===== config.mk =====
export PLATFORM = sky130hd
export DESIGN_NAME = ppr_pred
export DESIGN_NICKNAME = d
export VERILOG_FILES = /design/src/hdl/ppr_pkg.sv /design/src/hdl/ppr_pred.sv
export SDC_FILE = /design/constraint.sdc
export NUM_CORES = 1
export LEC_CHECK = 0
export ABC_AREA = 1
export BUFFER_PORTS_ARGS = -buffer_cell sky130_fd_sc_hd__clkbuf_2
export CORE_UTILIZATION = 45
export CTS_BUF_LIST = sky130_fd_sc_hd__clkbuf_8
export DETAILED_ROUTE_END_ITERATION = 8
export PLACE_DENSITY = 0.75
export RECOVER_POWER = 100
export SKIP_LAST_GASP = 1
export SYNTH_ARGS = -nofsm -noshare
export SYNTH_HDL_FRONTEND = slang
export SYNTH_SLANG_ARGS = --single-unit
export TNS_END_PERCENT = 30

===== constraint.sdc =====
create_clock -name clk_i -period 9.45 [get_ports clk_i]
set_input_delay 0 -clock clk_i [delete_from_list [all_inputs] [get_ports clk_i]]
set_output_delay 0 -clock clk_i [all_outputs]
set_load 0.02 [all_outputs]

===== src/hdl/ppr_pkg.sv =====
// Shared constants, codes and types of the pixel predictor residual block.
package ppr_pkg;

  // Geometry and sample limits
  localparam int MAX_WIDTH = 4096;
  localparam int MAX_DEPTH = 16;
  localparam int COL_W     = $clog2(MAX_WIDTH);
  localparam int CNT_W     = COL_W + 1;
  localparam int ROW_W     = 16;
  localparam int PIX_W     = 16;
  localparam int RES_W     = 18;

  // Configuration register widths
  localparam int MODE_W  = 3;
  localparam int WIDTH_W = 13;
  localparam int DEPTH_W = 5;
  localparam int CFG_W   = 13;
  localparam int CFG_IDX_W = 2;

  // Configuration register indexes
  localparam logic [CFG_IDX_W-1:0] CFG_MODE  = 2'd0;
  localparam logic [CFG_IDX_W-1:0] CFG_WIDTH = 2'd1;
  localparam logic [CFG_IDX_W-1:0] CFG_DEPTH = 2'd2;

  // Register reset values
  localparam logic [WIDTH_W-1:0] WIDTH_RST = 13'd640;
  localparam logic [DEPTH_W-1:0] DEPTH_RST = 5'd8;

  // Predictor modes
  typedef enum logic [MODE_W-1:0] {
    MODE_MID   = 3'd0,
    MODE_LEFT  = 3'd1,
    MODE_UP    = 3'd2,
    MODE_AVG   = 3'd3,
    MODE_UPLFT = 3'd4,
    MODE_PAETH = 3'd5,
    MODE_GRAD  = 3'd6
  } mode_e;

  // Pixel context handed from the row stage to the prediction stage
  typedef struct packed {
    logic [PIX_W-1:0] pix;
    logic [PIX_W-1:0] left;
    logic             first_col;
    logic             first_row;
    logic             last;
  } ctx_t;

endpackage


===== src/hdl/ppr_pred.sv =====
// Prediction, residual and the output register stage.
module ppr_pred import ppr_pkg::*; (
  input  logic                    clk_i,
  input  logic                    rst_ni,
  input  logic                    valid_i,
  input  ctx_t                    ctx_i,
  input  logic [PIX_W-1:0]        up_i,
  input  logic [MODE_W-1:0]       mode_i,
  input  logic [DEPTH_W-1:0]      depth_i,
  input  logic                    out_ready_i,
  output logic                    out_free_o,
  output logic                    out_valid_o,
  output logic signed [RES_W-1:0] residual_o,
  output logic signed [RES_W-1:0] prediction_o,
  output logic                    row_end_o
);

  logic [PIX_W-1:0]        up_left_q;
  logic                    out_v_q;
  logic signed [RES_W-1:0] res_q;
  logic signed [RES_W-1:0] pred_q;
  logic                    last_q;

  logic [DEPTH_W-1:0]      d_eff;
  logic signed [RES_W-1:0] mid;
  logic signed [RES_W-1:0] up_rule;
  logic signed [RES_W:0]   sa, sb, sc, pa, pb, pc, t_pa, t_pb, t_pc, grad;
  logic [PIX_W-1:0]        paeth_v;
  logic [PIX_W-1:0]        avg;
  logic [PIX_W:0]          ab_sum;
  logic signed [RES_W-1:0] pred;
  logic                    advance;

  // Mid-level from the clamped sample depth
  always_comb begin
    if (depth_i == '0) begin
      d_eff = DEPTH_W'(1);
    end else if (int'(depth_i) > MAX_DEPTH) begin
      d_eff = DEPTH_W'(MAX_DEPTH);
    end else begin
      d_eff = depth_i;
    end
    mid = RES_W'(1) <<< (d_eff - DEPTH_W'(1));
  end

  // Neighbor arithmetic: a is left, b is up, c is up-left
  always_comb begin
    sa   = $signed({3'b000, ctx_i.left});
    sb   = $signed({3'b000, up_i});
    sc   = $signed({3'b000, up_left_q});
    t_pa = sb - sc;
    t_pb = sa - sc;
    t_pc = sa + sb - sc - sc;
    pa   = (t_pa < 0) ? -t_pa : t_pa;
    pb   = (t_pb < 0) ? -t_pb : t_pb;
    pc   = (t_pc < 0) ? -t_pc : t_pc;
    grad = sa + sb - sc;
    if (pa <= pb && pa <= pc) begin
      paeth_v = ctx_i.left;
    end else if (pb <= pc) begin
      paeth_v = up_i;
    end else begin
      paeth_v = up_left_q;
    end
    ab_sum = {1'b0, ctx_i.left} + {1'b0, up_i};
    avg    = ab_sum[PIX_W:1];
  end

  // Select the prediction for the configured mode
  always_comb begin
    up_rule = ctx_i.first_row ? mid : $signed({2'b00, up_i});
    case (mode_i)
      MODE_LEFT: begin
        pred = ctx_i.first_col ? mid : $signed({2'b00, ctx_i.left});
      end
      MODE_UP: begin
        pred = up_rule;
      end
      MODE_AVG, MODE_UPLFT, MODE_PAETH, MODE_GRAD: begin
        if (ctx_i.first_col || ctx_i.first_row) begin
          pred = up_rule;
        end else if (mode_i == MODE_AVG) begin
          pred = $signed({2'b00, avg});
        end else if (mode_i == MODE_UPLFT) begin
          pred = $signed({2'b00, up_left_q});
        end else if (mode_i == MODE_PAETH) begin
          pred = $signed({2'b00, paeth_v});
        end else if (sa < sb && sb < sc) begin
          pred = $signed({2'b00, paeth_v});
        end else begin
          pred = grad[RES_W-1:0];
        end
      end
      default: begin
        pred = mid;
      end
    endcase
  end

  assign out_free_o = !out_v_q || out_ready_i;
  assign advance    = valid_i && out_free_o;

  // Hold the up-left pixel and the output request
  always_ff @(posedge clk_i or negedge rst_ni) begin
    if (!rst_ni) begin
      up_left_q <= '0;
      out_v_q   <= 1'b0;
    end else begin
      if (advance) begin
        up_left_q <= up_i;
      end
      if (out_free_o) begin
        out_v_q <= valid_i;
      end
    end
  end

  // Load the result payload
  always_ff @(posedge clk_i) begin
    if (advance) begin
      res_q  <= $signed({2'b00, ctx_i.pix}) - pred;
      pred_q <= pred;
      last_q <= ctx_i.last;
    end
  end

  assign out_valid_o  = out_v_q;
  assign residual_o   = res_q;
  assign prediction_o = pred_q;
  assign row_end_o    = last_q;

endmodule


Word-level counts from Yosys, hierarchy flattened
Index checks and enable logic that the tools add are counted.
{"block": "totals", "out_inout_bits": 39, "in_bits": 63, "register_bits": 54}
{"block": "op_classes", "n_eq_ne": 6, "reduce_logical": 8, "n_lt_le_gt_ge": 9, "n_mux": 15, "add_sub_neg": 11, "shift": 1}
{"operator": "$mux 18", "n": 7}
{"operator": "$le 19x19->1", "n": 3}
{"operator": "$mux 19", "n": 3}
{"operator": "$pmux 18 s3", "n": 1}
{"operator": "$neg 17->19", "n": 2}
{"operator": "$add 16x16->17", "n": 2}
{"operator": "$lt 17x1->1 const B", "n": 2}
{"operator": "$sub 16x16->17", "n": 2}
{"operator": "$lt 16x16->1", "n": 2}
{"operator": "$mux 16", "n": 2}
{"operator": "$lt 19x1->1 const B", "n": 1}
{"operator": "$neg 19->19", "n": 1}
{"operator": "$sub 18x17->19", "n": 1}
{"operator": "$sshl 2x5->18 const A", "n": 1}
{"operator": "$sub 17x16->18", "n": 1}
{"operator": "$sub 17x18->18", "n": 1}
{"operator": "$mux 5", "n": 2}
{"operator": "$eq 3x3->1 const B", "n": 3}
{"operator": "$eq 3x2->1 const B", "n": 2}
{"operator": "$gt 5x5->1 const B", "n": 1}
{"operator": "$logic_not 5->1", "n": 1}
{"operator": "$sub 5x1->5 const B", "n": 1}
{"operator": "$reduce_or 4->1", "n": 1}
{"operator": "$eq 3x1->1 const B", "n": 1}
{"operator": "3 further kinds", "n": 6}

Longest topological paths before layout
Gate-level depths: netlist (run 1).
{"block": "depth", "ltp_word": 15, "mapped_depth": 76}

Least setup slack after synthesis (run 1)
OpenSTA, ideal clock, no wires.
{"block": "synth_path", "kind": "register to register", "start": "reg up_left_q[2]", "end": "reg res_q[16], in the netlist residual_o[16], data pin", "n_path_buf": 2, "path_slack_ns": 0.429, "arrival_time_ns": 8.753, "stages_incl_launch_ff": 73, "path_cell_list": "dfrtp_1 fa_1 inv_1 ha_1 nand2_1 nand2_1 nand3_1 nand2_1 a21oi_1 inv_1 a31oi_1 inv_1 a21oi_1 o21ai_0 xor2_1 ha_1 nand2_1 nor2_1 [... 37 more ...] inv_1 fa_1 a21o_1 a21oi_1 o21ai_0 a21oi_1 o21bai_1 a21oi_1 o21ai_0 nand2_1 inv_1 nor2_1 inv_1 a21oi_1 o21ai_0 a21o_1 a21oi_1 xor2_1"}
{"block": "synth_between", "elab_chain_cells": 14}
{"element": "start: declaration", "line": "ppr_pred.sv:18", "source": "logic [PIX_W-1:0] up_left_q;"}
{"element": "start signal: assignment", "line": "ppr_pred.sv:110", "source": "up_left_q <= up_i;"}
{"element": "$sub 17x16->18", "line": "ppr_pred.sv:53", "source": "t_pc = sa + sb - sc - sc;"}
{"element": "$sub 18x17->19", "line": "ppr_pred.sv:53"}
{"element": "$neg 19->19 or $lt 19x1->1 (tied branches)", "line": "ppr_pred.sv:56", "source": "pc = (t_pc < 0) ? -t_pc : t_pc;"}
{"element": "$mux 19", "line": "ppr_pred.sv:56"}
{"element": "$le 19x19->1 (on tied branches)", "line": "ppr_pred.sv:60, ppr_pred.sv:58"}
{"element": "$mux 16 or $logic_and 1x1->1 (tied branches)", "line": "ppr_pred.sv:60, ppr_pred.sv:58"}
{"element": "$mux 16", "line": "ppr_pred.sv:58", "source": "if (pa <= pb && pa <= pc) begin"}
{"element": "$mux 18", "line": "ppr_pred.sv:88", "source": "end else if (sa < sb && sb < sc) begin"}
{"element": "$mux 18 (*)", "line": "ppr_pred.sv:86", "source": "end else if (mode_i == MODE_PAETH) begin"}
{"element": "$mux 18 (*)", "line": "ppr_pred.sv:84", "source": "end else if (mode_i == MODE_UPLFT) begin"}
{"element": "$mux 18 (*)", "line": "ppr_pred.sv:82", "source": "end else if (mode_i == MODE_AVG) begin"}
{"element": "$mux 18 (*)", "line": "ppr_pred.sv:80", "source": "if (ctx_i.first_col || ctx_i.first_row) begin"}
{"element": "$pmux 18 s3 (*)", "line": "ppr_pred.sv:72", "source": "case (mode_i)"}
{"element": "via pred[0]", "line": "ppr_pred.sv:31", "source": "logic signed [RES_W-1:0] pred;"}
{"element": "$sub 17x18->18 (*)", "line": "ppr_pred.sv:121", "source": "res_q <= $signed({2'b00, ctx_i.pix}) - pred;"}
{"element": "end signal: assignment", "line": "ppr_pred.sv:121"}
{"element": "end: declaration", "line": "ppr_pred.sv:20", "source": "logic signed [RES_W-1:0] res_q;"}
The timed path passes the listed nets; every way through them passes the cells marked *.
A chain may end at the register's enable or synchronous reset.

Worst setup path in the final report (run 1)
Ends and elaborated chain as after synthesis.

==> qor.yml, run 1 <==
max_cap_violations: 2
via_per_inst: 5.38
cp-startpoint: "up_left_q[2]"
synth_cell_type_count: 56
setup_violations: 0
drt_iter0_markers: 1030
slew_headroom_pct: -5.86
status: "finished with violations"
synth_area_per_cell_um2: 6.14
route.detailed.drc: 0
io_buffers: 101
multiInputGateArea_um2: 9780
area_growth_pct: 14.2
track_usage_pct: 29.7
critPathRequiredTime_ps: 9530
grt_pass1_vias: 13100
hold_viol: 0
grt_pass1_wl_um: 67200
syn_area_um2: 12500
netlist_instances: 2031
p_total_mw: 4.60
crit_slowest_cell: "fa_1"
worst_pin_slew_ps: 1590
drive_gt1_share_pct: 13.2
pin_count: 102
vias: 13800
worstPathArrival_ps: 9140
worstRegToRegCells: 71
power.density_nw_per_um2: 323
postRouteWirelength_um: 42300
clkTransAtPathRegs_ps: 130
utilization_pct: 52.5
holdPathStages: 3
cts_buffers: 5
rr_startpoint: "up_left_q[2]"
hp-class: "input port to flip-flop"
slew_viol_final: 67
post-place-ws_ps: 45.9
clk_path_buf_depth: 2
worstSetupPathType: "flip-flop to flip-flop"
yosys_warnings: 0
synth-edff-count: 37
comb_power_share_pct: 89.7
worstPathMaxFanout: 5
seq_area_um2: 1540
min-delay-start: "up_i[6]"
synthArstFlopShare_pct: 31.5
clockPowerShare_pct: 3.5
cts_sinks: 54
rrSetupSlack_ps: 380
p_sw_mw: 2.73
whs_ps: 13.0
internal_power_mw: 1.87
grt_overflow: 0
dieWidth_um: 168
die_area_um2: 28400
clk_latency_ps: 370
ys_ff_latch: 54
yosysSeqAreaShare_pct: 12.3
end_kind: "flip-flop"
hold_end: "up_left_q[6]"
layout_commonest_cell: "nand2_1"
timing.final.crit_period_ps: 9070
clock.fmax_mhz: 110
rows: 60
placedCellCount: 2534
period_share_pct: 95.9
nFillCells: 2761
final_cell_mix: "nand2_1 (580), inv_1 (343), ha_1 (157), nor2_1 (133), a21oi_1 (112)"
cts_root_buffer: "clkbuf_8"
initial_core_util_pct: 46.0
gp_congestion: 0.992
drt_pass1_iterations: 5
rsz0062_at_grt: "yes"
diodes: 0
seqPwrFrac_pct: 6.8
p_sw_share_pct: 59.4
leakage_nw: 7.70
grt_max_degree: 35
antenna_found_initial: 0
cts_tree: "done"
dp_hpwl_um: 35600
startpoint_type: "flip-flop"
instances_no_fill: 2557
fin_nets: 2434
postRouteAntennaNets: 0
peakVddDrop_mv: 0.193
chipHeight_um: 168
setup_ws_ps: 384
htree_num_levels: 2
r2r_end: "residual_o[16]"
max_stage_delay_ps: 480
core_um2: 27100
failed_checks: "capacitance limit, slew limit"
finalClockSkew_ps: 32.0
synthFlopType: "edfxtp_1"
wire_per_inst_um: 16.5
critPathMostFrequentCell: "nand2_1"
routing by layer:
| metal | track usage, % | vias up | share of wire [%] |
|---|---|---|---|
| met5 | 0 | - | 0 |
| met4 | 11.2 | 0 | 3.7 |
| met1 | 37.7 | 6303 | 43 |
| met3 | 3.09 | 110 | 6.6 |
| li1 | - | 6819 | - |
| met2 | 51.8 | 521 | 47 |
Yosys cell counts (all sizes together), types with 2 or more instances:
cell type	instances	share of area, %
nand2	612	19
inv	364	11
ha	166	17
nor2	154	5.0
a21oi	132	5.5
nand3	125	5.6
o21ai	109	4.4
xor2	62	4.6
edfxtp	37	8.9
nor3	32	1.3
nand4	29	1.5
xnor2	29	2.2
clkbuf	21	0.63
fa	21	3.4
dfrtp	17	3.4
nand3b	14	0.84
buf	11	0.74
o211ai	11	0.66
o21bai	11	0.66
a21boi	10	0.66
nor4	8	0.40
a31oi	7	0.35
a21o	6	0.36
o31ai	6	0.36
or2	6	0.30
a211oi	5	0.30
and2	5	0.25
clkinv	5	0.15
o211a	4	0.32
conb	2	0.060
nor3b	2	0.12
o221ai	2	0.14
sequential cells by signal, indices dropped and copies added, names as in the netlist:
name	cells
up_left_q	16
row_end_o	1
prediction_o	18
out_valid_o	1
residual_o	18
power groups by stage:
stage	combinational [mW]	sequential [mW]	clock [mW]
after detailed placement	3.79	0.320	0
after CTS	3.82	0.315	0.157
after global routing	4.62	0.319	0.166
final	4.13	0.315	0.159
after global placement	3.72	0.319	0
after floorplan	2.77	0.350	0
worst max path at each step:
stage	endpoint	slack, ps	depth (start not counted)
after floorplan	residual_o[16]	430	72
after global placement	residual_o[16]	280	68
after detailed placement	residual_o[16]	50	69
after CTS	residual_o[16]	30	70
after global routing	residual_o[16]	-270	69
final	residual_o[16]	380	71
metrics by stage:
step / TNS (ps) / area, µm²
after floorplan: 0 / 12500
after global placement: 0 / 13700
after detailed placement: 0 / 13700
after CTS: 0 / 13800
after global routing: -639 / 14200
final: 0 / 14200
worst max-delay path, delay by kind of cell, from the launching register on:
kind	cells	cell delay, ps
buf+inv	10	710
flops	1	420
xor+xnor	3	440
fa+ha+maj	6	1910
simple gates	30	2290
compound gates	22	2960
logic make-up (layout without fill, tap and decap cells):
family	count (synthesis)	after routing	synth area share, %
compound gates	308	308	14.0
xor+xnor	91	91	6.78
fa+ha+maj	187	187	20.0
buf+inv	401	547	12.5
flops	54	54	12.3
other cells	2	10	0.0602
simple gates	988	988	34.3
what timing repair did:
item	4_1_cts	5_1_grt
endpoints found under the hold margin	19	0
hold buffers	3	0
pin swaps	0	54
resized for setup	2	82
endpoints found under the setup margin	1	8
setup buffers	0	12
area by class of cell:
class,instances,share of cell area (%)
multi-input combinational,1584,68.7
sequential,54,10.8
inverter,369,9.76
timing repair buffer,170,6.84
tap,372,3.27
clock buffer,5,0.483
clock inverter,3,0.202
Power figures use the tool's default switching activity.
==> inputs of run 2 (changes only) <==
--- a/config.mk
+++ b/config.mk
@@ -11,7 +11,7 @@
 export CTS_BUF_LIST = sky130_fd_sc_hd__clkbuf_8
 export DETAILED_ROUTE_END_ITERATION = 8
 export PLACE_DENSITY = 0.75
-export RECOVER_POWER = 100
+export RECOVER_POWER = 25
 export SKIP_LAST_GASP = 1
 export SYNTH_ARGS = -nofsm -noshare
 export SYNTH_HDL_FRONTEND = slang
==> run 2 against run 1 <==
The flow now finishes without violations. Combinational power is essentially flat. Design area grew 0.25%. Non-clock buffer count unchanged. Hold slack better by 2.1 ps. Power about the same.
==> qor.yml, run 2 (synthesis results as in run 1) <==
worstPathArrival_ps: 9140
rows: 60
clk_latency_ps: 360
postRouteAntennaNets: 0
timing.final.crit_period_ps: 9070
pin_count: 102
gp_congestion: 0.992
max_cap_violations: 0
final_cell_mix: "nand2_1 (579), inv_1 (343), ha_1 (157), nor2_1 (133), a21oi_1 (112)"
power.density_nw_per_um2: 323
p_total_mw: 4.61
clkTransAtPathRegs_ps: 130
fin_nets: 2434
grt_max_degree: 35
cts_tree: "done"
crit_slowest_cell: "fa_1"
cts_sinks: 54
rrSetupSlack_ps: 380
status: "finished clean"
setup_ws_ps: 384
dieWidth_um: 168
die_area_um2: 28400
clk_path_buf_depth: 2
critPathMostFrequentCell: "nand2_1"
track_usage_pct: 29.7
setup_violations: 0
postRouteWirelength_um: 42300
drt_iter0_markers: 979
grt_overflow: 0
drive_gt1_share_pct: 14.3
hold_viol: 0
area_growth_pct: 14.5
rsz0062_at_grt: "yes"
end_kind: "flip-flop"
route.detailed.drc: 0
period_share_pct: 95.9
drt_pass1_iterations: 5
max_stage_delay_ps: 480
vias: 13800
crit_buf_inv: 10
utilization_pct: 52.7
core_um2: 27100
initial_core_util_pct: 46.0
io_buffers: 101
worst_pin_slew_ps: 1180
grt_pass1_wl_um: 67200
slew_headroom_pct: 21.4
grt_pass1_vias: 13100
peakVddDrop_mv: 0.193
startpoint_type: "flip-flop"
critPathRequiredTime_ps: 9530
antenna_found_initial: 0
wire_per_inst_um: 16.5
worstPathMaxFanout: 5
finalClockSkew_ps: 28.6
via_per_inst: 5.39
layout_commonest_cell: "nand2_1"
cts_root_buffer: "clkbuf_8"
diodes: 0
cp_top_family: "compound AO/OA/AOI/OAI gates"
dp_hpwl_um: 35600
htree_num_levels: 2
leakage_nw: 7.78
slew_viol_final: 0
post-place-ws_ps: 45.9
chipHeight_um: 168
hp-class: "input port to flip-flop"
worstSetupPathType: "flip-flop to flip-flop"
clock.fmax_mhz: 110
cts_buffers: 5
run 2: cell types whose count changed in the layout (fill, tap and decap cells not counted), sizes merged:
cell and delta:
inv +1, clkinv -1, clkbuf -2, buf +2
run 2: power breakdown:
| group | switching (mW) | total, mW | internal (mW) | leakage (nW) |
|---|---|---|---|---|
| Combinational | 2.61 | 4.13 | 1.52 | 7.16 |
| Sequential | 0.0163 | 0.315 | 0.299 | 0.566 |
| Clock | 0.102 | 0.158 | 0.0559 | 0.0506 |
| Total | 2.73 | 4.61 | 1.87 | 7.78 |
run 2: worst paths after layout:
kind / from / endpoint / cells after the start
worst max register to register: up_left_q[2] / residual_o[16] / 71
worst min register to register: out_valid_o / out_valid_o / 2
worst min-delay path: up_i[6] / up_left_q[6] / 3
max in group asynchronous: rst_ni / up_left_q[12] / 2
min in group asynchronous: rst_ni / out_valid_o / 2
worst max-delay path: up_left_q[2] / residual_o[16] / 71
run 2: final cells by class:
class | count | area, µm²
Fill cell | 2740 | 12800
Multi-Input combinational cell | 1584 | 9780
Sequential cell | 54 | 1540
Inverter | 369 | 1390
Timing Repair Buffer | 170 | 1010
Tap cell | 372 | 465
Clock buffer | 5 | 68.8
Clock inverter | 3 | 28.8
run 2: per-stage QoR:
| stage | TNS, ps | hold WS (ps) | area [µm²] | std cells |
|---|---|---|---|---|
| floorplan | 0 | -296 | 12500 | 2039 |
| global placement | 0 | -6.32 | 13700 | 2534 |
| detailed placement | 0 | -2.75 | 13700 | 2534 |
| CTS | 0 | 12.0 | 13800 | 2545 |
| global route | -639 | 35.2 | 14300 | 2557 |
| finish | 0 | 15.1 | 14300 | 2557 |
run 2: metal layers:
| metal | part of all wire [%] | up-vias | GRT usage [%] |
|---|---|---|---|
| met5 | 0 | - | 0 |
| met4 | 3.6 | 0 | 11.2 |
| met3 | 6.8 | 108 | 3.09 |
| met2 | 47 | 533 | 51.8 |
| met1 | 42 | 6323 | 37.7 |
| li1 | - | 6818 | - |
run 2: timing repair:
action,4_1_cts,5_1_grt
setup buffers,0,12
setup endpoints to repair,1,8
endpoints found under the hold margin,19,0
hold buffers,3,0
resized for setup,2,82
pin swaps,0,54
run 2: tightest hold or removal path, delay by kind of cell:
family / cells / cell delay [ps]
buf+inv: 2 / 250
compound gates: 1 / 100
